File: src/sdrb_pkg.sv
`timescale 1ns / 1ps
package sdrb_pkg;

    localparam logic [2:0] CMD_WRITE  = 3'd0;
    localparam logic [2:0] CMD_POP    = 3'd1;
    localparam logic [2:0] CMD_SYNC   = 3'd2;
    localparam logic [2:0] CMD_CLEAR  = 3'd3;
    localparam logic [2:0] CMD_ACTIVE = 3'd4;

    localparam int FRAME_W = 48;
    localparam int QDEPTH  = 2;
    localparam int QAW     = $clog2(QDEPTH);

    typedef struct packed {
        logic [2:0]         command;
        logic signed [31:0] left_sample;
        logic signed [31:0] right_sample;
        logic               left_not_finite;
        logic               right_not_finite;
        logic [15:0]        delay_frames;
        logic               active_value;
    } t_in_item;

    typedef struct packed {
        logic signed [23:0] left_out;
        logic signed [23:0] right_out;
        logic               frame_valid;
        logic               write_accepted;
        logic [10:0]        fill_frames;
        logic               is_active;
    } t_out_item;

    typedef struct packed {
        logic [2:0]         command;
        logic signed [23:0] left;
        logic signed [23:0] right;
        logic [15:0]        delay_frames;
        logic               active_value;
    } t_q_item;

    typedef struct packed {
        logic empty;
        logic full;
    } t_q_stat;

endpackage

File: src/sdrb_front.sv
`timescale 1ns / 1ps
module sdrb_front
    import sdrb_pkg::*;
(
    input  logic     i_clk,
    input  logic     i_rst_n,
    input  logic     i_start,
    input  t_in_item i_item,
    input  t_q_stat  i_q_stat,
    output logic     o_busy,
    output logic     o_push,
    output t_q_item  o_q_item
);

    localparam logic signed [31:0] SAMPLE_MAX = 32'sd4194304;
    localparam logic signed [31:0] SAMPLE_MIN = -32'sd4194304;

    function automatic logic signed [23:0] clamp_sample(
        input logic signed [31:0] v,
        input logic               nf
    );
        logic signed [23:0] res;
        if (nf) begin
            res = '0;
        end else if (v > SAMPLE_MAX) begin
            res = SAMPLE_MAX[23:0];
        end else if (v < SAMPLE_MIN) begin
            res = SAMPLE_MIN[23:0];
        end else begin
            res = v[23:0];
        end
        return res;
    endfunction

    logic    r_fv;
    t_q_item r_q;
    t_q_item n_q;
    logic    accept;

    assign o_busy = r_fv && i_q_stat.full;
    assign o_push = r_fv && !i_q_stat.full;
    assign accept = i_start && !o_busy;

    always_comb begin
        n_q.command      = i_item.command;
        n_q.left         = clamp_sample(i_item.left_sample, i_item.left_not_finite);
        n_q.right        = clamp_sample(i_item.right_sample, i_item.right_not_finite);
        n_q.delay_frames = i_item.delay_frames;
        n_q.active_value = i_item.active_value;
    end

    always_ff @(posedge i_clk) begin
        if (!i_rst_n) begin
            r_fv <= 1'b0;
        end else if (accept) begin
            r_fv <= 1'b1;
        end else if (o_push) begin
            r_fv <= 1'b0;
        end
    end

    always_ff @(posedge i_clk) begin
        if (accept) begin
            r_q <= n_q;
        end
    end

    assign o_q_item = r_q;

endmodule

File: config.mk
export PLATFORM = sky130hd
export DESIGN_NAME = sdrb_front
export DESIGN_NICKNAME = d
export VERILOG_FILES = /design/src/sdrb_pkg.sv /design/src/sdrb_front.sv
export SDC_FILE = /design/constraint.sdc
export NUM_CORES = 1
export LEC_CHECK = 0
export BUFFER_PORTS_ARGS = -buffer_cell sky130_fd_sc_hd__buf_2
export CAP_MARGIN = 20
export CORE_UTILIZATION = 40
export DETAILED_ROUTE_END_ITERATION = 10
export GPL_TIMING_DRIVEN = 0
export PLACE_DENSITY = 0.72
export SYNTH_ARGS = -nofsm -noshare
export SYNTH_HDL_FRONTEND = slang
export SYNTH_SLANG_ARGS = --single-unit
File: constraint.sdc
create_clock -name i_clk -period 4.2 [get_ports i_clk]
set_input_delay 0.42 -clock i_clk [delete_from_list [all_inputs] [get_ports i_clk]]
set_output_delay 0.42 -clock i_clk [all_outputs]
set_load 0.005 [all_outputs]
==> metrics.md <==
| Metric | Value |
|---|---|
| Yosys reg bits | `69` |
| Synth cell types | `30` |
| Critical Path Start Type | `register` |
| Crit-path max cell delay | `770 ps` |
| Rel. slew slack | `0.351` |
| DR vias/cell | `4.98` |
| Max frequency | `534 MHz` |
| Chip width | `87.8 µm` |
| Count of boundary I/O pins | `161` |
| Reg-to-Reg Start | `r_fv$_SDFFE_PN0P_` |
| Largest cells by area after synthesis | `edfxtp_1 (69%), nor3b_2 (13%), nor2b_1 (2.6%), nor4_1 (2.6%), nor3b_1 (1.5%)` |
| Post-synthesis sequential area ratio | `0.701` |
| Share of the cycle needed by the critical path after routing | `0.446` |
| Layout fillers | `576` |
| Mapped Nets | `258` |
| WP buf/inv | `1` |
| Ys flop type | `edfxtp_1` |
| RSZ-0062 raised after global routing | `no` |
| Final hold vios | `0` |
| CTS max path bufs | `2` |
| Critical Path Fanout Max | `35` |
| Clock Skew | `7.92 ps` |
| Cell Pwr Density | `372 nW/µm²` |
| Synth top cells by count | `edfxtp_1 (68), nor3b_2 (30), nor2b_1 (12), nor4_1 (12), nor3b_1 (6)` |
| Die area | `7700 µm²` |
| Crit path required time | `4230 ps` |
| FF-to-FF setup slack | `2330 ps` |
| Sum Neg Setup Slack | `0 ps` |
| Critical path depth | `3` |
| Dpl hpwl | `4980 µm` |
| Share of post-route cells with drive strength above 1 | `0.638` |
| Initial DRC count | `43` |
| Crit-path leading delay family | `simple AND/OR/NAND/NOR gates` |
| Clk sink count | `69` |
| Min cycle time layout | `1870 ps` |
| Status | `finished clean` |
| Ys Warns | `0` |
| Leak pwr | `1.62 nW` |
| Critical path endpoint category | `register` |
| Starting Density | `0.424` |
| Crit-path slowest cell | `nor2b_4` |
| Arrival @ worst endpoint | `1900 ps` |
| Largest net degree at the start of global routing | `36` |
| # resized after CTS | `0` |
| # nets final | `429` |
| CTS root buf | `clkbuf_8` |
| Post-route ant nets | `0` |
| Routed Wire Length | `6410 µm` |
| Setup violators final | `0` |
| First-pass GRT wire length | `9870 µm` |
| Slew Limit Fails | `0` |
| Num CTS Buffers | `9` |
| Yosys top cell by area | `edfxtp_1` |
| Ys async rst share | `0` |
| Syn avg cell area | `17.6 µm²` |
| DP Worst Slack | `2040 ps` |
| Port buffer count | `159` |
| Row cnt | `30` |
| Initial antenna violation count | `0` |
| Cells after Synth | `167` |
| DRC viols | `0` |
| Drt wl/cell | `14.6 µm` |
| Crit path to | `o_q_item[7]$_DFFE_PP_` |
| Cell Area, Synth | `2940 µm²` |
| Hold Buf Count CTS | `0` |
| Htree depth | `3` |
| Vias in the first global route | `2122` |
| Via count | `2186` |
| Critical path class | `register to register` |
| Reg2Reg Capture Point | `o_q_item[7]$_DFFE_PP_` |
| Area growth from synthesis to layout | `39.4%` |
| Final Worst Setup Slack | `2330 ps` |
| Worst skew pair latency | `340 ps` |
| Placer congestion estimate | `0.836` |
| Cell with the most instances after synthesis | `edfxtp_1` |
| Worst reg-to-reg path cell count | `3` |
| CP cell instances | `and2_1 -> nor2b_4 -> buf_12` |
| Hold WC Path Type | `input pin to register` |
| DR pass1 iterations | `4` |
| Inserted Diodes | `0` |
| Highest ir drop seen on vdd | `0.194 mV` |
| Hold WS | `251 ps` |
| Reg clk slew, reported paths | `80 ps` |
| Critical Path Source | `r_fv$_SDFFE_PN0P_` |
| Vert. Die Dim | `87.8 µm` |
| Worst slew pin tran | `971 ps` |
| EDFF count, synth | `68` |
| Global route total overflow | `0` |
| Core area | `6940 µm²` |
| Yosys top cell area share | `0.694` |
| Overall power | `1.52 mW` |
| CTS tree | `done` |
| GR Util All Layers | `0.173` |
| Post-CTS Setup Inserts | `0` |
| Max cap viols | `0` |
## where the power goes
part           leakage, nW  internal [mW]  switching (mW)
Combinational        0.845         0.0700          0.0706
Sequential           0.677          0.794         0.00728
Clock                0.100          0.333           0.248
## metal layers
metal	routed length, µm	GRT usage	part of all wire	vias up
met3	583	0.0481	0.091	23
met5	0	0	0	-
li1	-	-	-	1020
met4	231	0.118	0.036	0
met2	3190	0.285	0.50	119
met1	2410	0.197	0.38	1024
## per-stage QoR
| step | util | instances | instance area (µm²) |
|---|---|---|---|
| floorplan | - | 167 | 2940 |
| global placement | 0.555 | 422 | 3860 |
| detailed placement | 0.559 | 423 | 3880 |
| CTS | 0.590 | 439 | 4100 |
| global route | 0.590 | 439 | 4100 |
| finish | 0.590 | 439 | 4100 |
## area by class of cell
class,instances,area (µm²),share of cell area
flip-flops and latches,69,2060,0.503
multi-input cells,89,816,0.199
repair buffers,160,816,0.199
clock buffers,10,128,0.0311
well taps,96,120,0.0293
clock inverters,6,87.6,0.0214
plain buffers,6,60.1,0.0146
inverters,3,11.3,0.00275
## worst min-delay path by stage
stage	cells after the start	end	start
after floorplan	0	o_q_item[0]$_DFFE_PP_	i_item[0]
after global placement	2	r_fv$_SDFFE_PN0P_	r_fv$_SDFFE_PN0P_
after detailed placement	1	o_q_item[6]$_DFFE_PP_	i_item[6]
after CTS	1	o_q_item[6]$_DFFE_PP_	i_item[6]
after global routing	1	o_q_item[67]$_DFFE_PP_	i_item[85]
final	1	o_q_item[6]$_DFFE_PP_	i_item[6]
## cells by family (layout without fill, tap and decap cells)
kind of cell / after synthesis / after routing / synth area share
AO/OA/AOI/OAI: 7 / 7 / 0.0230
buffers and inverters: 9 / 185 / 0.0242
flip-flops: 69 / 69 / 0.701
AND/OR/NAND/NOR: 82 / 82 / 0.252
## state kept, by name, indices dropped and copies added, names as in the netlist
register	count
o_q_item	68
r_fv	1
## placed cells by master (no fill, tap or decap), types with 2 or more instances in the layout
cell,n
buf_2,160
edfxtp_1,68
nor3b_2,30
nor4_1,12
nor2b_1,11
clkbuf_8,10
nor3b_1,6
nand4_1,3
inv_1,3
buf_6,3
nor2_1,3
nor4b_1,2
and4_1,2
nor3_2,2
a21oi_2,2
nor3_1,2
or4_1,2
clkinvlp_4,2
bufinv_16,2
(Power assumes the default switching activity.)
