--- src/sdrb_pkg.sv ---
`timescale 1ns / 1ps
package sdrb_pkg;

    localparam logic [2:0] CMD_WRITE  = 3'd0;
    localparam logic [2:0] CMD_POP    = 3'd1;
    localparam logic [2:0] CMD_SYNC   = 3'd2;
    localparam logic [2:0] CMD_CLEAR  = 3'd3;
    localparam logic [2:0] CMD_ACTIVE = 3'd4;

    localparam int FRAME_W = 48;
    localparam int QDEPTH  = 2;
    localparam int QAW     = $clog2(QDEPTH);

    typedef struct packed {
        logic [2:0]         command;
        logic signed [31:0] left_sample;
        logic signed [31:0] right_sample;
        logic               left_not_finite;
        logic               right_not_finite;
        logic [15:0]        delay_frames;
        logic               active_value;
    } t_in_item;

    typedef struct packed {
        logic signed [23:0] left_out;
        logic signed [23:0] right_out;
        logic               frame_valid;
        logic               write_accepted;
        logic [10:0]        fill_frames;
        logic               is_active;
    } t_out_item;

    typedef struct packed {
        logic [2:0]         command;
        logic signed [23:0] left;
        logic signed [23:0] right;
        logic [15:0]        delay_frames;
        logic               active_value;
    } t_q_item;

    typedef struct packed {
        logic empty;
        logic full;
    } t_q_stat;

endpackage

--- src/sdrb_queue.sv ---
`timescale 1ns / 1ps
module sdrb_queue
    import sdrb_pkg::*;
(
    input  logic    i_clk,
    input  logic    i_rst_n,
    input  logic    i_push,
    input  t_q_item i_item,
    input  logic    i_pop,
    output t_q_item o_item,
    output t_q_stat o_stat
);

    t_q_item          r_mem [QDEPTH];
    logic [QAW-1:0]   r_wp;
    logic [QAW-1:0]   r_rp;
    logic [QAW:0]     r_cnt;

    always_ff @(posedge i_clk) begin
        if (!i_rst_n) begin
            r_wp  <= '0;
            r_rp  <= '0;
            r_cnt <= '0;
        end else begin
            if (i_push) begin
                r_wp <= r_wp + 1'b1;
            end
            if (i_pop) begin
                r_rp <= r_rp + 1'b1;
            end
            if (i_push && !i_pop) begin
                r_cnt <= r_cnt + 1'b1;
            end else if (i_pop && !i_push) begin
                r_cnt <= r_cnt - 1'b1;
            end
        end
    end

    always_ff @(posedge i_clk) begin
        if (i_push) begin
            r_mem[r_wp] <= i_item;
        end
    end

    assign o_item       = r_mem[r_rp];
    assign o_stat.empty = (r_cnt == '0);
    assign o_stat.full  = (r_cnt == (QAW+1)'(QDEPTH));

    a_no_overflow: assert property (@(posedge i_clk) disable iff (!i_rst_n)
        o_stat.full |-> !(i_push && !i_pop))
        else $error("queue overflow");
    a_no_underflow: assert property (@(posedge i_clk) disable iff (!i_rst_n)
        i_pop |-> !o_stat.empty)
        else $error("queue underflow");
    a_count_bound: assert property (@(posedge i_clk) disable iff (!i_rst_n)
        r_cnt <= (QAW+1)'(QDEPTH))
        else $error("queue count out of range");

endmodule

--- config.mk ---
export PLATFORM = sky130hd
export DESIGN_NAME = sdrb_queue
export DESIGN_NICKNAME = d
export VERILOG_FILES = /design/src/sdrb_pkg.sv /design/src/sdrb_queue.sv
export SDC_FILE = /design/constraint.sdc
export NUM_CORES = 1
export LEC_CHECK = 0
export BUFFER_PORTS_ARGS = -buffer_cell sky130_fd_sc_hd__buf_2
export CAP_MARGIN = 10
export CORE_ASPECT_RATIO = 1.75
export CORE_MARGIN = 4
export CORE_UTILIZATION = 47
export CTS_CLUSTER_SIZE = 16
export DETAILED_ROUTE_END_ITERATION = 8
export PLACE_DENSITY_LB_ADDON = 0.12
export SYNTH_ARGS = -nofsm -noshare
export SYNTH_HDL_FRONTEND = slang
export SYNTH_SLANG_ARGS = --single-unit
export TNS_END_PERCENT = 50
--- constraint.sdc ---
create_clock -name i_clk -period 3.45 [get_ports i_clk]
set_input_delay 0 -clock i_clk [delete_from_list [all_inputs] [get_ports i_clk]]
set_output_delay 0 -clock i_clk [all_outputs]
set_load 0.01 [all_outputs]
==> results of run 1 <==
-- cells by family after synthesis --
| family | count (synthesis) | share of synthesized area |
|---|---|---|
| mux | 68 | 0.161 |
| flops | 141 | 0.802 |
| xor+xnor | 3 | 0.00504 |
| simple gates | 9 | 0.0103 |
| fa+ha+maj | 1 | 0.00240 |
| compound gates | 3 | 0.00384 |
| buf+inv | 9 | 0.0146 |
-- area by class of cell --
type,count,area (um^2),share of cell area
inverter,1,3.75,0.000513
clock inverter,6,61.3,0.00837
clock buffer,26,489,0.0668
timing repair buffer,214,1460,0.199
sequential,141,4190,0.572
tap,130,163,0.0222
multi-input combinational,84,962,0.131
-- power breakdown --
part / total, mW / switching, mW / leakage (nW) / internal (mW)
clock network: 1.67 / 0.623 / 0.268 / 1.05
logic: 0.431 / 0.179 / 1.26 / 0.252
registers: 2.04 / 0.0570 / 1.32 / 1.98
total: 4.14 / 0.859 / 2.85 / 3.28
-- cells in the mapped netlist --
master	count	area, um^2
buf_8	2	30.0
or3_1	1	6.26
a21boi_1	1	7.51
xnor2_1	1	8.76
dfxtp_1	5	100
edfxtp_1	136	4080
buf_2	4	20.0
ha_1	1	12.5
and2_1	4	25.0
o21a_1	1	7.51
xor2_1	2	17.5
o21ai_0	1	5.00
mux2_2	48	541
mux2_4	20	300
nor2b_1	3	18.8
buf_6	2	22.5
nor2_1	1	3.75
inv_1	1	3.75
-- state kept, by name, summed over array words and instances, names as in the netlist, named ones only --
signal	cells
r_wp	1
r_cnt	2
r_mem	136
r_rp	1
-- layer usage --
metal / GRT usage / part of all wire / wire (um)
met5: 0 / 0 / 0
met4: 0.0684 / 0.020 / 202
met3: 0.0539 / 0.053 / 527
met2: 0.292 / 0.56 / 5600
met1: 0.158 / 0.36 / 3590
-- worst max-delay path, stage by stage, from the launching register on --
cell,delay [ps]
dfxtp_4,1010
mux2_2,430
buf_2,140
-- final timing paths --
kind	slack, ps	depth (start not counted)	to	startpoint
setup / recovery	1420	2	o_item[8]	register
hold / removal	330	2	r_mem[0][61]	i_item[61]
setup reg to reg	1700	2	r_mem[1][30]	r_wp
hold reg to reg	530	2	r_cnt[1]	r_cnt[1]
-- cells in the final DEF, fill, tap and decap left out, types with 2 or more instances in the layout --
master,n
clkbuf_16,17
clkbuf_8,3
dfxtp_1,4
mux2_2,48
dlygate4sd3_1,71
buf_2,141
clkbuf_1,6
edfxtp_1,136
and2_1,3
clkinv_2,3
buf_12,2
xor2_1,2
mux2_4,20
nor2b_1,2
==> reports/summary.txt, run 1 <==
Initial DRC Count = 103
Syn Area/Cell = 22.3 um^2
Hold WS = 326 ps
Placement Cell Area = 6060 um^2
total power = 4.14 mW
Max Cap Violations = 0
Clk Latency, worst-skew pair = 400 ps
DRC = 0
number of H-tree levels = 4
final wirelength = 9.92 mm
Seq/Total Area, Yosys = 0.802
total track usage = 0.160
fmax = 0.491 GHz
# nets final = 532
Final Hold Fails = 0
share of cells above drive strength 1 = 0.508
CTS tree = done
RSZ-0062 raised after global routing = no
PD cells = 565 nW/um^2
gate count of the mapped netlist = 234
Yosys warnings = 0
post-synthesis register bit count = 141
Finished Core Util = 0.681
Worst slew margin = 0.309
final setup vio count = 0
Vias/cell = 4.79
total setup buffers inserted after CTS = 0
DR WL/cell = 16.5 um
root buf cell = clkbuf_16
Peak supply drop = 0.000383 V
Die X-Extent = 87.6 um
Pre-antenna DRT Iters = 4
Final period util = 0.590
Area Overhead vs Synth = 40.5%
Synth cell types = 18
first-pass GRT wire length = 15.4 mm
Vias = 2886
CP required = 3450 ps
CP max FO = 68
Post-Syn Nets = 307
Clk pin slew, worst setup/hold paths = 50 ps
cts bufs inserted = 17
Cell Rows = 50
diode count = 0
Setup WS post-layout = 1420 ps
Core Footprint = 10800 um^2
max-slew violation count = 0
CTS Hold Bufs = 71
Antenna Nets Post-Route = 0
Worst Setup End Kind = output pin
post-CTS sizing = 0
Place WS = 1640 ps
initial antenna violation count = 0
Non-Filler Instances = 602
status = completed
maximum clock path buffer count = 2
design area = 7320 um^2
Final Skew = 7.49 ps
largest net degree at the start of global routing = 69
chip height = 147 um
GPL Wtd Cong = 0.703
crit path DAT = 2030 ps
setup tns final = 0 ps
die footprint = 12900 um^2
grt ovf = 0
DP Wirelength = 5.99 mm
number of global-route vias before repair = 3246
port bufs = 141
Initial Utilization = 0.485
leakage = 2.85 nW
area of the mapped netlist = 5210 um^2
Placed Cells = 499
CP startpoint kind = register
Ports = 142
CP Class = reg -> out
Worst Hold Class = in -> reg
Worst-Margin Slew = 1040 ps
Final min period = 2030 ps
fillcell total = 750
clk sinks = 141
(Power assumes the default switching activity.)
==> inputs of run 2 (changes only) <==
CORE_UTILIZATION = 50   (was 47)
clock period = 2 ns   (was 3.45 ns; I/O delays follow)
==> run 2 against run 1 <==
Compared with the run above: sequential power grew 70%; setup slack worse by 1200 ps; critical path type unchanged; critical endpoint is now o_item[64]; total power grew 81%; global-route usage rose by 0.85 points; largest power group unchanged; highest routed layer unchanged; largest cell class unchanged.
==> reports/summary.txt, run 2 (synthesis results as in run 1) <==
status = completed
DRC = 0 (unchanged)
port bufs = 141 (unchanged)
Setup WS post-layout = 247 ps (-1170 ps)
DP Wirelength = 6.30 mm (+5.2%)
Clock Power Share = 0.432 (+0.028)
Clk Latency, worst-skew pair = 400 ps (about the same)
Biggest register = r_mem
Ports = 142 (unchanged)
Final period util = 0.876
Worst slew margin = 0.684 (+0.375)
post-CTS sizing = 0 (unchanged)
fillcell total = 655 (-13%)
number of H-tree levels = 4 (unchanged)
die footprint = 12200 um^2 (-5.6%)
total track usage = 0.168 (+0.00847)
Clk pin slew, worst setup/hold paths = 60 ps (about the same)
Worst-Margin Slew = 474 ps (-562 ps)
WL met1 = 3.66 mm (+1.9%)
Worst path slowest cell = dfxtp_4
# nets final = 537 (+0.94%)
Initial DRC Count = 135 (+31%)
Final Hold Fails = 0 (unchanged)
cell family with the largest share of critical-path delay = flip-flops
total setup buffers inserted after CTS = 0 (unchanged)
final wirelength = 9.87 mm (-0.52%)
highest routed layer = met4
clk sinks = 141 (unchanged)
max-slew violation count = 0 (unchanged)
Pre-antenna DRT Iters = 4 (unchanged)
Buf/Inv on CP = 2 (+1)
Antenna Nets Post-Route = 0 (unchanged)
max incr delay on CP = 530 ps (-480 ps)
chip height = 143 um (-2.9%)
CP required = 2000 ps (-1450 ps)
Final Skew = 7.37 ps (-0.123 ps)
Area Overhead vs Synth = 42.3%
met2 WL post-DR = 5.33 mm (-4.9%)
Die X-Extent = 85.2 um (-2.8%)
Hold WS = 116 ps (-209 ps)
top flop regs = r_mem (136), r_cnt (2)
sequential power share = 0.463 (-0.029)
leakage = 2.89 nW (+1.6%)
CTS tree = done
Worst Setup End Kind = output pin
number of global-route vias before repair = 3158 (-2.7%)
Final min period = 1750 ps
Worst Hold Class = in -> reg
Place WS = 634 ps (-1010 ps)
GPL Wtd Cong = 0.728 (+3.6%)
most frequent cells in the layout = buf_2 (141), edfxtp_1 (136), dlygate4sd3_1 (71), mux2_2 (48), mux2_4 (20)
P_int = 5.94 mW (+81%)
grt ovf = 0 (unchanged)
initial antenna violation count = 0 (unchanged)
RSZ-0062 raised after global routing = no
switching part of the total = 0.208 (+0.000547)
CTS Hold Bufs = 71 (unchanged)
Cell Rows = 49 (-2.0%)
share of cells above drive strength 1 = 0.520 (+0.0114)
first-pass GRT wire length = 15.3 mm (-0.36%)
CP startpoint kind = register
Largest register FFs = 136 (unchanged)
crit path DAT = 1750 ps (-280 ps)
Peak supply drop = 0.000840 V (+120%)
NetSw = 1.56 mW (+82%)
met3 routed WL = 577 um (+9.5%)
critical path cell sequence = buf_12 > mux2_2 > buf_2
final setup vio count = 0 (unchanged)
DR WL/cell = 16.3 um (-1.0%)
CP max FO = 35 (-49%)
Vias/cell = 4.79 (-0.12%)
Max Cap Violations = 0 (unchanged)
cts bufs inserted = 17 (unchanged)
root buf cell = clkbuf_16
Core Footprint = 10200 um^2 (-4.8%)
PD cells = 1010 nW/um^2 (+79%)
CP Class = reg -> out
Initial Utilization = 0.509 (+0.0247)
maximum clock path buffer count = 2 (unchanged)
largest net degree at the start of global routing = 36 (-48%)
Vias = 2897 (+0.38%)
commonest non-fill, non-tap cell in the layout = buf_2
reg2reg setup slack = 340 ps (-1360 ps)
fmax = 0.570 GHz
Logic pwr share = 0.106 (+0.002)
run 2: cell count changes in the layout (fill, tap and decap cells not counted), moves of 2 or more:
| cell | before | now |
|---|---|---|
| buf_4 | 0 | 6 |
| bufinv_16 | 1 | 4 |
| clkbuf_1 | 6 | 1 |
| clkbuf_8 | 3 | 0 |
| clkinv_1 | 0 | 2 |
| clkinv_2 | 3 | 0 |
| clkinvlp_4 | 1 | 4 |
| inv_6 | 0 | 2 |
run 2: worst paths after layout:
kind / start / end / cells after the start
worst max-delay path: register / o_item[64] / 3
worst min register to register: r_cnt[1] / r_cnt[1] / 2
worst max register to register: r_wp / r_wp / 4
worst min-delay path: i_push / r_cnt[1] / 4
run 2: worst register-to-register path, delay by kind of cell (launching register included):
kind	cells	cell delay [ps]
AND/OR/NAND/NOR	1	120
flip-flops	1	340
buffers and inverters	2	950
AO/OA/AOI/OAI	1	190
run 2: area by class of cell:
type / instances / area, um^2 / share of cell area
antenna: 1 / 2.50 / 0.000337
clock buffer: 18 / 429 / 0.0578
clock inverter: 14 / 193 / 0.0260
inverter: 1 / 3.75 / 0.000506
multi-input combinational: 84 / 963 / 0.130
sequential: 141 / 4190 / 0.564
tap: 127 / 159 / 0.0214
timing repair buffer: 219 / 1480 / 0.200
run 2: stage by stage:
step           utilization  power [mW]  TNS, ps  cells  instance area [um^2]
2_1_floorplan            -        3.93   -28280    234                  5220
3_3_place_gp         0.594        4.21        0    501                  6080
3_5_place_dp         0.594        4.23        0    501                  6080
4_1_cts              0.724        7.58        0    604                  7420
5_1_grt              0.724        7.79        0    604                  7420
6_report             0.725        7.50        0    605                  7420
run 2: layer usage:
metal,global-route usage,up-vias
met5,0,-
met4,0.0809,0
met1,0.177,1390
met3,0.0589,21
met2,0.297,100
li1,-,1386
run 2: power groups by stage:
stage | logic (mW) | clock network, mW | registers [mW]
final | 0.795 | 3.24 | 3.47
after global routing | 0.859 | 3.45 | 3.48
after CTS | 0.811 | 3.30 | 3.47
after detailed placement | 0.698 | 0 | 3.53
after global placement | 0.688 | 0 | 3.52
after floorplan | 0.427 | 0 | 3.51
